## config.mk

```make
export PLATFORM = sky130hd
export DESIGN_NAME = chained_hash_table_engine_unit
export DESIGN_NICKNAME = d
export VERILOG_FILES = /design/src/cht_pkg.sv /design/src/cht_front.sv /design/src/cht_queue.sv /design/src/cht_back.sv /design/src/chained_hash_table_engine_unit.sv
export VERILOG_INCLUDE_DIRS = /design/src /design/src/src
export SDC_FILE = /design/constraint.sdc
export NUM_CORES = 2
export LEC_CHECK = 0
export ABC_AREA = 1
export BUFFER_PORTS_ARGS = -buffer_cell sky130_fd_sc_hd__buf_2
export CELL_PAD_IN_SITES_DETAIL_PLACEMENT = 1
export CELL_PAD_IN_SITES_GLOBAL_PLACEMENT = 2
export CORE_ASPECT_RATIO = 0.6
export CORE_MARGIN = 8
export CORE_UTILIZATION = 43
export CTS_CLUSTER_SIZE = 10
export DETAILED_ROUTE_END_ITERATION = 10
export PLACE_DENSITY_LB_ADDON = 0.05
export SYNTH_ARGS = -nofsm -noshare
export SYNTH_HDL_FRONTEND = slang
export SYNTH_SLANG_ARGS = --single-unit
```

## constraint.sdc

```tcl
create_clock -name clk -period 8.2 [get_ports clk]
set_input_delay 0.82 -clock clk [delete_from_list [all_inputs] [get_ports clk]]
set_output_delay 0.82 -clock clk [all_outputs]
set_load 0.01 [all_outputs]
```

## src/chained_hash_table_engine_unit_defines.svh

```systemverilog
// Assertion macros shared by the hash table engine modules.
// Depends on nothing; included by files that carry assertions.
`ifndef CHAINED_HASH_TABLE_ENGINE_UNIT_DEFINES_SVH
`define CHAINED_HASH_TABLE_ENGINE_UNIT_DEFINES_SVH

// Implication checked at every clock edge outside reset.
`define CHT_ASSERT_IMP(label, clk, rst_n, ante, cons, msg) \
    label: assert property (@(posedge clk) disable iff (!rst_n) (ante) |-> (cons)) \
        else $error(msg);

// Implication whose consequence is checked in the clock cycle after the antecedent.
`define CHT_ASSERT_NEXT(label, clk, rst_n, ante, cons, msg) \
    label: assert property (@(posedge clk) disable iff (!rst_n) (ante) |=> (cons)) \
        else $error(msg);

`endif

```

## src/cht_pkg.sv

```systemverilog
// Package for the chained hash table engine: constants, widths and codes.
// Depends on nothing.
package cht_pkg;

    localparam int NUM_BUCKETS_DEF  = 16;
    localparam int BUCKET_DEPTH_DEF = 8;
    localparam int KEY_WIDTH_DEF    = 16;

    localparam int IN_KEY_W = 16;
    localparam int BIDX_W   = 4;
    localparam int STATUS_W = 2;
    localparam int CNT_W    = 5;
    localparam int MODE_W   = 2;

    localparam logic [0:0] CFG_HASH_MODE    = 1'b0;
    localparam logic [0:0] CFG_BUCKET_COUNT = 1'b1;

    localparam logic [1:0] MODE_MOD   = 2'd0;
    localparam logic [1:0] MODE_SQUARE = 2'd1;
    localparam logic [1:0] MODE_SQRT  = 2'd2;
    localparam logic [1:0] MODE_MOD3  = 2'd3;

    localparam logic FUNC_INSERT = 1'b0;
    localparam logic FUNC_DELETE = 1'b1;

    localparam logic [STATUS_W-1:0] ST_INSERTED  = 2'd0;
    localparam logic [STATUS_W-1:0] ST_DELETED   = 2'd1;
    localparam logic [STATUS_W-1:0] ST_NOT_FOUND = 2'd2;
    localparam logic [STATUS_W-1:0] ST_FULL      = 2'd3;

    localparam int HASH_W = 32;

endpackage

```

## src/cht_front.sv

```systemverilog
// Front end of the hash table engine: accepts words and computes the bucket.
// Uses cht_pkg. Square, square root and modulo run one step per cycle.
module cht_front #(
    parameter int NUM_BUCKETS = cht_pkg::NUM_BUCKETS_DEF,
    parameter int KEY_WIDTH   = cht_pkg::KEY_WIDTH_DEF,
    parameter int BKT_W       = (NUM_BUCKETS > 1) ? $clog2(NUM_BUCKETS) : 1
) (
    input  logic                         clk,
    input  logic                         rst_n,
    input  logic [cht_pkg::MODE_W-1:0]   hash_mode,
    input  logic [cht_pkg::CNT_W-1:0]    bucket_count,
    input  logic                         valid,
    output logic                         ready,
    input  logic                         func,
    input  logic [cht_pkg::IN_KEY_W-1:0] key,
    output logic                         q_valid,
    input  logic                         q_ready,
    output logic                         q_func,
    output logic [KEY_WIDTH-1:0]         q_key,
    output logic [BKT_W-1:0]             q_bucket
);
    import cht_pkg::*;

    localparam int SQ_W  = 2 * KEY_WIDTH;
    localparam int RT_W  = KEY_WIDTH;
    localparam int NB_W  = $clog2(NUM_BUCKETS + 1);
    localparam int STEP_W = $clog2(SQ_W + 1);

    localparam logic [2:0] S_IDLE = 3'd0;
    localparam logic [2:0] S_SQR  = 3'd1;
    localparam logic [2:0] S_ROOT = 3'd2;
    localparam logic [2:0] S_MOD  = 3'd3;
    localparam logic [2:0] S_OUT  = 3'd4;

    logic [2:0]           state_reg, state_next;
    logic                 func_reg;
    logic [KEY_WIDTH-1:0] key_reg;
    logic [SQ_W-1:0]      val_reg;     // dividend for the modulo, or square accumulator
    logic [RT_W+1:0]      rem_reg;     // square root remainder
    logic [RT_W-1:0]      root_reg;
    logic [NB_W-1:0]      div_reg;
    logic [NB_W:0]        mrem_reg;
    logic [STEP_W-1:0]    step_reg;
    logic [BKT_W-1:0]     bkt_reg;

    logic [NB_W-1:0]      n_eff;
    logic [KEY_WIDTH-1:0] key_m;
    logic [RT_W+1:0]      rt_trial, rt_rem;
    logic [NB_W:0]        m_sh;
    logic [NB_W:0]        m_next;
    logic [BKT_W-1:0]     bkt_final;

    assign key_m = KEY_WIDTH'(key);

    always_comb
    begin
        if (bucket_count == '0)
            n_eff = NB_W'(1);
        else if (32'(bucket_count) > NUM_BUCKETS)
            n_eff = NB_W'(NUM_BUCKETS);
        else
            n_eff = NB_W'(bucket_count);
    end

    assign rt_rem   = {rem_reg[RT_W-1:0], val_reg[KEY_WIDTH-1 -: 2]};
    assign rt_trial = {root_reg, 2'b01};
    assign m_sh     = {mrem_reg[NB_W-1:0], val_reg[SQ_W-1]};
    assign m_next   = (m_sh >= {1'b0, div_reg}) ? m_sh - {1'b0, div_reg} : m_sh;

    always_comb
    begin
        bkt_final = BKT_W'(m_next);
        if (div_reg == NB_W'(3) && NB_W'(3) > n_eff)
        begin
            // Mod three result at or above the bucket count: reduce once more.
            if (n_eff == NB_W'(1))
                bkt_final = '0;
            else if (m_next == (NB_W+1)'(2))
                bkt_final = '0;
        end
    end

    assign ready = (state_reg == S_IDLE);
    assign q_valid  = (state_reg == S_OUT);
    assign q_func   = func_reg;
    assign q_key    = key_reg;
    assign q_bucket = bkt_reg;

    always_comb
    begin
        state_next = state_reg;
        unique case (state_reg)
            S_IDLE:
            begin
                if (valid)
                begin
                    if (hash_mode == MODE_SQUARE)
                        state_next = S_SQR;
                    else if (hash_mode == MODE_SQRT)
                        state_next = S_ROOT;
                    else
                        state_next = S_MOD;
                end
            end
            S_SQR:  if (step_reg == STEP_W'(KEY_WIDTH - 1)) state_next = S_MOD;
            S_ROOT: if (step_reg == STEP_W'(KEY_WIDTH / 2 - 1)) state_next = S_MOD;
            S_MOD:  if (step_reg == STEP_W'(SQ_W - 1)) state_next = S_OUT;
            S_OUT:  if (q_ready) state_next = S_IDLE;
            default: state_next = S_IDLE;
        endcase
    end

    always_ff @(posedge clk or negedge rst_n)
    begin
        if (!rst_n)
        begin
            state_reg <= S_IDLE;
        end
        else
        begin
            state_reg <= state_next;
            unique case (state_reg)
                S_IDLE:
                begin
                    func_reg <= func;
                    key_reg  <= key_m;
                    div_reg  <= (hash_mode == MODE_MOD3) ? NB_W'(3) : n_eff;
                    mrem_reg <= '0;
                    step_reg <= '0;
                    rem_reg  <= '0;
                    root_reg <= '0;
                    val_reg  <= (valid && hash_mode == MODE_SQUARE) ? '0 : SQ_W'(key_m);
                end
                S_SQR:
                begin
                    // Shift-add multiply, most significant multiplier bit first.
                    if (key_reg[KEY_WIDTH - 1 - int'(step_reg)])
                        val_reg <= {val_reg[SQ_W-2:0], 1'b0} + SQ_W'(key_reg);
                    else
                        val_reg <= {val_reg[SQ_W-2:0], 1'b0};
                    step_reg <= (state_next == S_MOD) ? '0 : step_reg + 1'b1;
                end
                S_ROOT:
                begin
                    if (rt_rem >= rt_trial)
                    begin
                        rem_reg  <= rt_rem - rt_trial;
                        root_reg <= {root_reg[RT_W-2:0], 1'b1};
                    end
                    else
                    begin
                        rem_reg  <= rt_rem;
                        root_reg <= {root_reg[RT_W-2:0], 1'b0};
                    end
                    if (state_next == S_MOD)
                    begin
                        step_reg <= '0;
                        val_reg  <= SQ_W'({root_reg[RT_W-2:0],
                                           (rt_rem >= rt_trial)});
                    end
                    else
                    begin
                        step_reg <= step_reg + 1'b1;
                        val_reg  <= {val_reg[SQ_W-3:0], 2'b00};
                    end
                end
                S_MOD:
                begin
                    // Restoring remainder, one dividend bit per cycle.
                    mrem_reg <= m_next;
                    val_reg  <= {val_reg[SQ_W-2:0], 1'b0};
                    step_reg <= step_reg + 1'b1;
                    if (state_next == S_OUT)
                        bkt_reg <= bkt_final;
                end
                S_OUT: ;
                default: ;
            endcase
        end
    end

    `include "chained_hash_table_engine_unit_defines.svh"
    `CHT_ASSERT_IMP(a_front_idle_ready, clk, rst_n, state_reg == S_OUT, !ready, "front busy but ready")
    `CHT_ASSERT_NEXT(a_front_hold, clk, rst_n, q_valid && !q_ready, q_valid && $stable(q_bucket), "queue word changed")
    `CHT_ASSERT_IMP(a_front_range, clk, rst_n, q_valid, 32'(q_bucket) < NUM_BUCKETS, "bucket out of range")

endmodule

```

## src/cht_queue.sv

```systemverilog
// Two-entry queue between front and back of the hash table engine.
// Uses cht_pkg for the default widths only.
module cht_queue #(
    parameter int WIDTH = cht_pkg::KEY_WIDTH_DEF
) (
    input  logic             clk,
    input  logic             rst_n,
    input  logic             in_valid,
    output logic             in_ready,
    input  logic [WIDTH-1:0] in_data,
    output logic             out_valid,
    input  logic             out_ready,
    output logic [WIDTH-1:0] out_data
);
    logic [WIDTH-1:0] mem_reg [2];
    logic             wr_reg, rd_reg;
    logic [1:0]       cnt_reg;
    logic             push, pop;

    assign in_ready  = (cnt_reg != 2'd2);
    assign out_valid = (cnt_reg != 2'd0);
    assign out_data  = mem_reg[rd_reg];
    assign push = in_valid && in_ready;
    assign pop  = out_valid && out_ready;

    always_ff @(posedge clk)
    begin
        if (push)
            mem_reg[wr_reg] <= in_data;
    end

    always_ff @(posedge clk or negedge rst_n)
    begin
        if (!rst_n)
        begin
            wr_reg  <= 1'b0;
            rd_reg  <= 1'b0;
            cnt_reg <= 2'd0;
        end
        else
        begin
            if (push) wr_reg <= ~wr_reg;
            if (pop)  rd_reg <= ~rd_reg;
            cnt_reg <= cnt_reg + 2'(push) - 2'(pop);
        end
    end
endmodule

```

## src/cht_back.sv

```systemverilog
// Back end of the hash table engine: key memory, fill counts and the bucket scan.
// Uses cht_pkg. One key memory read per cycle; delete shifts later keys up one slot.
module cht_back #(
    parameter int NUM_BUCKETS  = cht_pkg::NUM_BUCKETS_DEF,
    parameter int BUCKET_DEPTH = cht_pkg::BUCKET_DEPTH_DEF,
    parameter int KEY_WIDTH    = cht_pkg::KEY_WIDTH_DEF,
    parameter int BKT_W        = (NUM_BUCKETS > 1) ? $clog2(NUM_BUCKETS) : 1
) (
    input  logic                         clk,
    input  logic                         rst_n,
    input  logic                         q_valid,
    output logic                         q_ready,
    input  logic                         q_func,
    input  logic [KEY_WIDTH-1:0]         q_key,
    input  logic [BKT_W-1:0]             q_bucket,
    output logic                         out_valid,
    input  logic                         out_ready,
    output logic [cht_pkg::BIDX_W-1:0]   bucket_index,
    output logic [cht_pkg::STATUS_W-1:0] status
);
    import cht_pkg::*;

    localparam int SLOT_W = (BUCKET_DEPTH > 1) ? $clog2(BUCKET_DEPTH) : 1;
    localparam int FILL_W = $clog2(BUCKET_DEPTH + 1);
    localparam int ADDR_W = BKT_W + SLOT_W;
    localparam int ENTRIES = NUM_BUCKETS * (1 << SLOT_W);

    localparam logic [2:0] S_IDLE  = 3'd0;
    localparam logic [2:0] S_READ  = 3'd1;
    localparam logic [2:0] S_CMP   = 3'd2;
    localparam logic [2:0] S_SHIFT = 3'd3;
    localparam logic [2:0] S_WRITE = 3'd4;
    localparam logic [2:0] S_DONE  = 3'd5;
    localparam logic [2:0] S_MOVE  = 3'd6;

    logic [KEY_WIDTH-1:0] keys_mem [ENTRIES];
    logic [FILL_W-1:0]    fill_reg [NUM_BUCKETS];

    logic [2:0]           state_reg;
    logic                 func_reg;
    logic [KEY_WIDTH-1:0] key_reg;
    logic [BKT_W-1:0]     bkt_reg;
    logic [FILL_W-1:0]    fill_cur;
    logic [FILL_W-1:0]    idx_reg;
    logic [KEY_WIDTH-1:0] rd_data_reg;
    logic [ADDR_W-1:0]    rd_addr, wr_addr;
    logic                 wr_en;
    logic [KEY_WIDTH-1:0] wr_data;
    logic                 ov_reg;
    logic [STATUS_W-1:0]  st_reg;
    logic [BIDX_W-1:0]    bidx_out_reg;
    logic [STATUS_W-1:0]  st_out_reg;
    logic                 done_go;

    assign fill_cur = fill_reg[bkt_reg];
    assign rd_addr  = {bkt_reg, SLOT_W'(idx_reg)};
    assign q_ready  = (state_reg == S_IDLE);
    assign out_valid = ov_reg;
    assign bucket_index = bidx_out_reg;
    assign status = st_out_reg;
    assign done_go = (state_reg == S_DONE) && (!ov_reg || out_ready);

    always_comb
    begin
        wr_en   = 1'b0;
        wr_addr = {bkt_reg, SLOT_W'(idx_reg)};
        wr_data = key_reg;
        if (state_reg == S_WRITE)
            wr_en = 1'b1;
        else if (state_reg == S_MOVE)
        begin
            wr_en   = 1'b1;
            wr_addr = {bkt_reg, SLOT_W'(idx_reg - 1'b1)};
            wr_data = rd_data_reg;
        end
    end

    always_ff @(posedge clk)
    begin
        if (wr_en)
            keys_mem[wr_addr] <= wr_data;
        rd_data_reg <= keys_mem[rd_addr];
    end

    always_ff @(posedge clk or negedge rst_n)
    begin
        if (!rst_n)
        begin
            state_reg <= S_IDLE;
            ov_reg    <= 1'b0;
            for (int i = 0; i < NUM_BUCKETS; i++)
                fill_reg[i] <= '0;
        end
        else
        begin
            if (done_go)
                ov_reg <= 1'b1;
            else if (ov_reg && out_ready)
                ov_reg <= 1'b0;
            unique case (state_reg)
                S_IDLE:
                begin
                    func_reg <= q_func;
                    key_reg  <= q_key;
                    bkt_reg  <= q_bucket;
                    idx_reg  <= '0;
                    if (q_valid)
                        state_reg <= S_READ;
                end
                S_READ:
                begin
                    if (func_reg == FUNC_INSERT)
                    begin
                        if (fill_cur >= FILL_W'(BUCKET_DEPTH))
                        begin
                            st_reg    <= ST_FULL;
                            state_reg <= S_DONE;
                        end
                        else
                        begin
                            idx_reg   <= fill_cur;
                            state_reg <= S_WRITE;
                        end
                    end
                    else if (idx_reg >= fill_cur)
                    begin
                        st_reg    <= ST_NOT_FOUND;
                        state_reg <= S_DONE;
                    end
                    else
                        state_reg <= S_CMP;
                end
                S_CMP:
                begin
                    idx_reg <= idx_reg + 1'b1;
                    if (rd_data_reg == key_reg)
                        state_reg <= S_SHIFT;
                    else
                        state_reg <= S_READ;
                end
                S_SHIFT:
                begin
                    // Slot idx_reg is read here and written one place up in the next cycle.
                    if (idx_reg >= fill_cur)
                    begin
                        fill_reg[bkt_reg] <= fill_cur - 1'b1;
                        st_reg    <= ST_DELETED;
                        state_reg <= S_DONE;
                    end
                    else
                        state_reg <= S_MOVE;
                end
                S_MOVE:
                begin
                    idx_reg   <= idx_reg + 1'b1;
                    state_reg <= S_SHIFT;
                end
                S_WRITE:
                begin
                    fill_reg[bkt_reg] <= fill_cur + 1'b1;
                    st_reg    <= ST_INSERTED;
                    state_reg <= S_DONE;
                end
                S_DONE:
                begin
                    if (done_go)
                    begin
                        bidx_out_reg <= BIDX_W'(bkt_reg);
                        st_out_reg   <= st_reg;
                        state_reg    <= S_IDLE;
                    end
                end
                default: state_reg <= S_IDLE;
            endcase
        end
    end

    `include "chained_hash_table_engine_unit_defines.svh"
    `CHT_ASSERT_IMP(a_back_fill, clk, rst_n, state_reg != S_IDLE, 32'(fill_cur) <= BUCKET_DEPTH, "fill above depth")
    `CHT_ASSERT_NEXT(a_back_insert, clk, rst_n, state_reg == S_WRITE, st_reg == ST_INSERTED, "insert status lost")
    `CHT_ASSERT_IMP(a_back_idle, clk, rst_n, state_reg != S_IDLE, !q_ready, "back takes word while busy")

endmodule

```

## src/chained_hash_table_engine_unit.sv

```systemverilog
// Chained hash table engine, top level: front hash unit, word queue, back table unit.
// Uses cht_pkg, cht_front, cht_queue and cht_back.
//
// Input words (func, key) arrive on valid/ready; each gives exactly one result
// word (bucket_index, status) on out_valid/out_ready, in order.
// Configuration words (cfg_index, cfg_data) on cfg_valid/cfg_ready set hash_mode
// (index 0) and bucket_count (index 1); cfg_ready is always high.
// The front hashes each word with a shift-add square or a square root when that
// mode is set, then in the modulo unit, a one-bit restoring divider; it takes
// a new word only once the last one has left it.
// The back then writes an insert into its bucket, or scans and shifts the bucket
// for a delete, overlapped with the next hash.
// A two-word queue parts the front and back, so each stalls independently.
// Reset empties every bucket at once; no clearing pass is needed.
// When the receiver stalls, the result is held, the back stops, the queue fills
// and then the input's ready falls.
module chained_hash_table_engine_unit #(
    parameter int NUM_BUCKETS  = cht_pkg::NUM_BUCKETS_DEF,
    parameter int BUCKET_DEPTH = cht_pkg::BUCKET_DEPTH_DEF,
    parameter int KEY_WIDTH    = cht_pkg::KEY_WIDTH_DEF
) (
    input  logic                         clk,
    input  logic                         rst_n,
    input  logic                         cfg_valid,
    output logic                         cfg_ready,
    input  logic                         cfg_index,
    input  logic [cht_pkg::CNT_W-1:0]    cfg_data,
    input  logic                         valid,
    output logic                         ready,
    input  logic                         func,
    input  logic [cht_pkg::IN_KEY_W-1:0] key,
    output logic                         out_valid,
    input  logic                         out_ready,
    output logic [cht_pkg::BIDX_W-1:0]   bucket_index,
    output logic [cht_pkg::STATUS_W-1:0] status
);
    import cht_pkg::*;

    localparam int BKT_W = (NUM_BUCKETS > 1) ? $clog2(NUM_BUCKETS) : 1;
    localparam int QW    = 1 + KEY_WIDTH + BKT_W;

    logic [MODE_W-1:0] mode_reg;
    logic [CNT_W-1:0]  count_reg;

    logic                 f_valid, f_ready, b_valid, b_ready;
    logic                 f_func, b_func;
    logic [KEY_WIDTH-1:0] f_key, b_key;
    logic [BKT_W-1:0]     f_bkt, b_bkt;

    assign cfg_ready = 1'b1;

    always_ff @(posedge clk or negedge rst_n)
    begin
        if (!rst_n)
        begin
            mode_reg  <= MODE_MOD;
            count_reg <= CNT_W'(10);
        end
        else if (cfg_valid)
        begin
            unique case (cfg_index)
                CFG_HASH_MODE:    mode_reg  <= cfg_data[MODE_W-1:0];
                CFG_BUCKET_COUNT: count_reg <= cfg_data;
                default: ;
            endcase
        end
    end

    cht_front #(.NUM_BUCKETS(NUM_BUCKETS), .KEY_WIDTH(KEY_WIDTH)) u_front (
        .clk(clk), .rst_n(rst_n), .hash_mode(mode_reg), .bucket_count(count_reg),
        .valid(valid), .ready(ready), .func(func), .key(key),
        .q_valid(f_valid), .q_ready(f_ready), .q_func(f_func), .q_key(f_key),
        .q_bucket(f_bkt)
    );

    cht_queue #(.WIDTH(QW)) u_queue (
        .clk(clk), .rst_n(rst_n),
        .in_valid(f_valid), .in_ready(f_ready), .in_data({f_func, f_key, f_bkt}),
        .out_valid(b_valid), .out_ready(b_ready), .out_data({b_func, b_key, b_bkt})
    );

    cht_back #(.NUM_BUCKETS(NUM_BUCKETS), .BUCKET_DEPTH(BUCKET_DEPTH),
               .KEY_WIDTH(KEY_WIDTH)) u_back (
        .clk(clk), .rst_n(rst_n),
        .q_valid(b_valid), .q_ready(b_ready), .q_func(b_func), .q_key(b_key),
        .q_bucket(b_bkt),
        .out_valid(out_valid), .out_ready(out_ready),
        .bucket_index(bucket_index), .status(status)
    );
endmodule
```

==> results.sh <==
export IMPL_fin_crit_ps=4670
export IMPL_clkSinkCount=2322
export IMPL_dp_hpwl_um=183000
export IMPL_syn_area_per_cell_um2=12.0
export IMPL_drc_errors=0
export IMPL_slew_violations=0
export IMPL_hp_class="in2reg"
export IMPL_fin_area_um2=108000
export IMPL_rsz0062_at_grt="no"
export IMPL_via_per_inst=5.77
export IMPL_syn2layout_area_growth_pct=11.5
export IMPL_fin_crit_sh=0.570
export IMPL_tightestPinTransition_ps=1220
export IMPL_htreeDepth=5
export IMPL_vias=64500
export IMPL_yosysTopAreaCellShare=0.690
export IMPL_gp_congestion=0.832
export IMPL_reg2reg_from="u_back.bkt_reg[1]"
export IMPL_critPathMaxStageDelay_ps=820
export IMPL_slew_headroom=0.187
export IMPL_hold_viol=0
export IMPL_finalSetupTns_ps=0
export IMPL_required_ps=8870
export IMPL_ff2ff_path_depth=16
export IMPL_r2r_end="u_back.fill_reg[25]"
export IMPL_worst_setup_path_end_kind="flop"
export IMPL_layout_drive_gt1_share=0.0826
export IMPL_post_cts_setup_buffers=0
export IMPL_cts_tree="yes"
export IMPL_fmax_ghz=0.214
export IMPL_grt_pass1_vias=64100
export IMPL_netlist_area_um2=96700
export IMPL_holdCritStartpoint="key[15]"
export IMPL_cp_max_fo=51
export IMPL_core_region_area_um2=225000
export IMPL_powerDensity_nw_per_um2=334
export IMPL_gr_total_overflow=0
export IMPL_port_buffers=35
export IMPL_synth_top_flop_cell="edfxtp_1"
export IMPL_crit_chain="nand2_1 -> inv_2 -> buf_4 -> nand2_1 -> nand4_1 -> nand2_1 -> nand2_1 -> nor2_2 -> ha_1 -> o211ai_1 -> nand3_1 -> nand2_1 -> nand2_1 -> nand2_1 -> nand2_1 -> o21ai_0"
export IMPL_min_path_cells=1
export IMPL_crit_slowest_cell="edfxtp_1"
export IMPL_min_to="u_front.q_key[15]"
export IMPL_root_buffer="clkbuf_16"
export IMPL_cp_start_kind="flop"
export IMPL_grt_pass1_wl_um=454000
export IMPL_synthTopCellsByCount="edfxtp_1, nor2_1, o21ai_0"
export IMPL_yosysMostFrequentCell="edfxtp_1"
export IMPL_die_w_um=628
export IMPL_async_flop_share=0.0353
export IMPL_dieHeight_um=383
export IMPL_drtAntennaViolNets=0
export IMPL_grt_max_degree=180
export IMPL_largest_register_ffs=2048
export IMPL_synth_fp_nets=8119
export IMPL_clock_path_buffers=4
export IMPL_power_leakage_nw=36.3
export IMPL_whs_ps=185
export IMPL_skew_ps=38.2
export IMPL_drv_cap=0
export IMPL_row_count=135
export IMPL_clk_latency_ps=830
export IMPL_grt_use_total=0.252
export IMPL_drt_iter0_markers=7528
export IMPL_nets=8169
export IMPL_cp_arrival_ps=5340
export IMPL_ir_worst_vdd_uv=202
export IMPL_cpMostUsedCell="nand2_1"
export IMPL_ys_seq_area_frac=0.715
export IMPL_cts_hold_repair_buffers=1
export IMPL_ys_warn_count=0
export IMPL_ioPinCount=37
export IMPL_clk_pin_slew_worst_paths_ps=70
export IMPL_synth_edf_count=2224
export IMPL_setup_viol=0
export IMPL_syn_inst=8040
export IMPL_synth_area_top_cells="edfxtp_1, nor2_1, o21ai_0, o211ai_1, nand2_1"
export IMPL_yosys_area_top_type="edfxtp_1"
export IMPL_utilization=0.480
export IMPL_outcome="finished clean"
export IMPL_initial_core_util=0.431
export IMPL_regToRegSetupSlack_ps=3530
export IMPL_antenna_found_initial=22
export IMPL_wire_per_inst_um=27.9
export IMPL_drt_total_wl_um=311000
export IMPL_place_area_um2=100000
export IMPL_cts_buffers=276
export IMPL_yosysUniqueCellTypes=56
export IMPL_cts_resized=0
export IMPL_dieArea_um2=241000
export IMPL_dr_pass1_iters=5
export IMPL_crit_type="reg2reg"
export IMPL_ys_seq_elements=2322
[through the flow]
| stage | worst slack (ps) | total power [mW] | std cells |
|---|---|---|---|
| floorplan | 958 | 21.4 | 8040 |
| global placement | 3620 | 25.2 | 10800 |
| detailed placement | 3530 | 25.4 | 10800 |
| CTS | 3570 | 36.3 | 11200 |
| global route | 3240 | 37.7 | 11200 |
| finish | 3530 | 36.1 | 11200 |
[critical path: cells and delay by family, from the launching register on]
kind / cells / cell delay [ps]
compound gates: 2 / 190
fa+ha+maj: 1 / 330
simple gates: 11 / 2320
buf+inv: 2 / 850
flops: 1 / 820
[kinds of logic after synthesis]
kind of cell / count (synthesis) / synth area share
AO/OA/AOI/OAI: 1822 / 0.109
XOR/XNOR: 46 / 0.00440
adder cells (fa/ha/maj): 51 / 0.00675
buffers and inverters: 708 / 0.0338
flip-flops: 2322 / 0.715
multiplexers: 30 / 0.00348
other: 1 / 0.0000388
AND/OR/NAND/NOR: 3060 / 0.128
[where the power goes]
part	switching, mW	total (mW)	internal [mW]
Sequential	0.486	14.8	14.3
Combinational	7.86	10.4	2.50
Clock	4.62	10.9	6.24
Total	13.0	36.1	23.1
[per-layer routing]
metal / up-vias / global-route usage / part of all wire
met3: 346 / 0.0394 / 0.065
met4: 2 / 0.0519 / 0.020
met2: 1845 / 0.354 / 0.41
met5: - / 0 / 0.000029
li1: 28900 / - / -
met1: 33400 / 0.408 / 0.50
[cell type report]
type                       instances  area (um^2)
antenna                            5         12.5
clock buffer                     333         7350
clock inverter                    13          114
fill                           23100       117000
inverter                         215          836
multi-input combinational       5010        24600
sequential                      2322        69200
tap                             3014         3770
timing repair buffer             265         2040
[cells in the final DEF (no fill, tap or decap), types with 5 or more instances in the layout]
cell       count
edfxtp_1    2224
nor2_1      1825
o21ai_0     1048
nand2_1      719
o211ai_1     522
nand3_1      370
clkbuf_16    286
buf_4        219
inv_1        204
o21ai_1      142
dfrtp_1       80
a21oi_1       61
ha_1          49
clkbuf_1      45
buf_2         34
and2_1        32
nand4_1       27
xor2_1        26
nand2_2       22
mux2_2        22
xnor2_1       16
a32oi_1       16
dfxtp_1       16
nor3_1        15
nor2_2        11
buf_12        11
o21ai_4        9
nand3b_1       9
inv_6          8
or2_2          8
nor2_4         7
inv_2          7
mux2_8         7
diode_2        5
[worst max-delay path by stage]
stage                        startpoint                endpoint  cells after the start  slack, ps
detailed placement    u_back.bkt_reg[1]     u_back.fill_reg[24]                     16       3530
finish                u_back.bkt_reg[1]     u_back.fill_reg[25]                     16       3530
global placement      u_back.bkt_reg[1]     u_back.fill_reg[27]                     17       3620
floorplan           u_back.state_reg[2]  u_back.keys_mem[0][11]                      6        960
CTS                   u_back.bkt_reg[1]     u_back.fill_reg[27]                     17       3570
global route          u_back.bkt_reg[1]     u_back.fill_reg[61]                     16       3240
(Power assumes the default switching activity.)
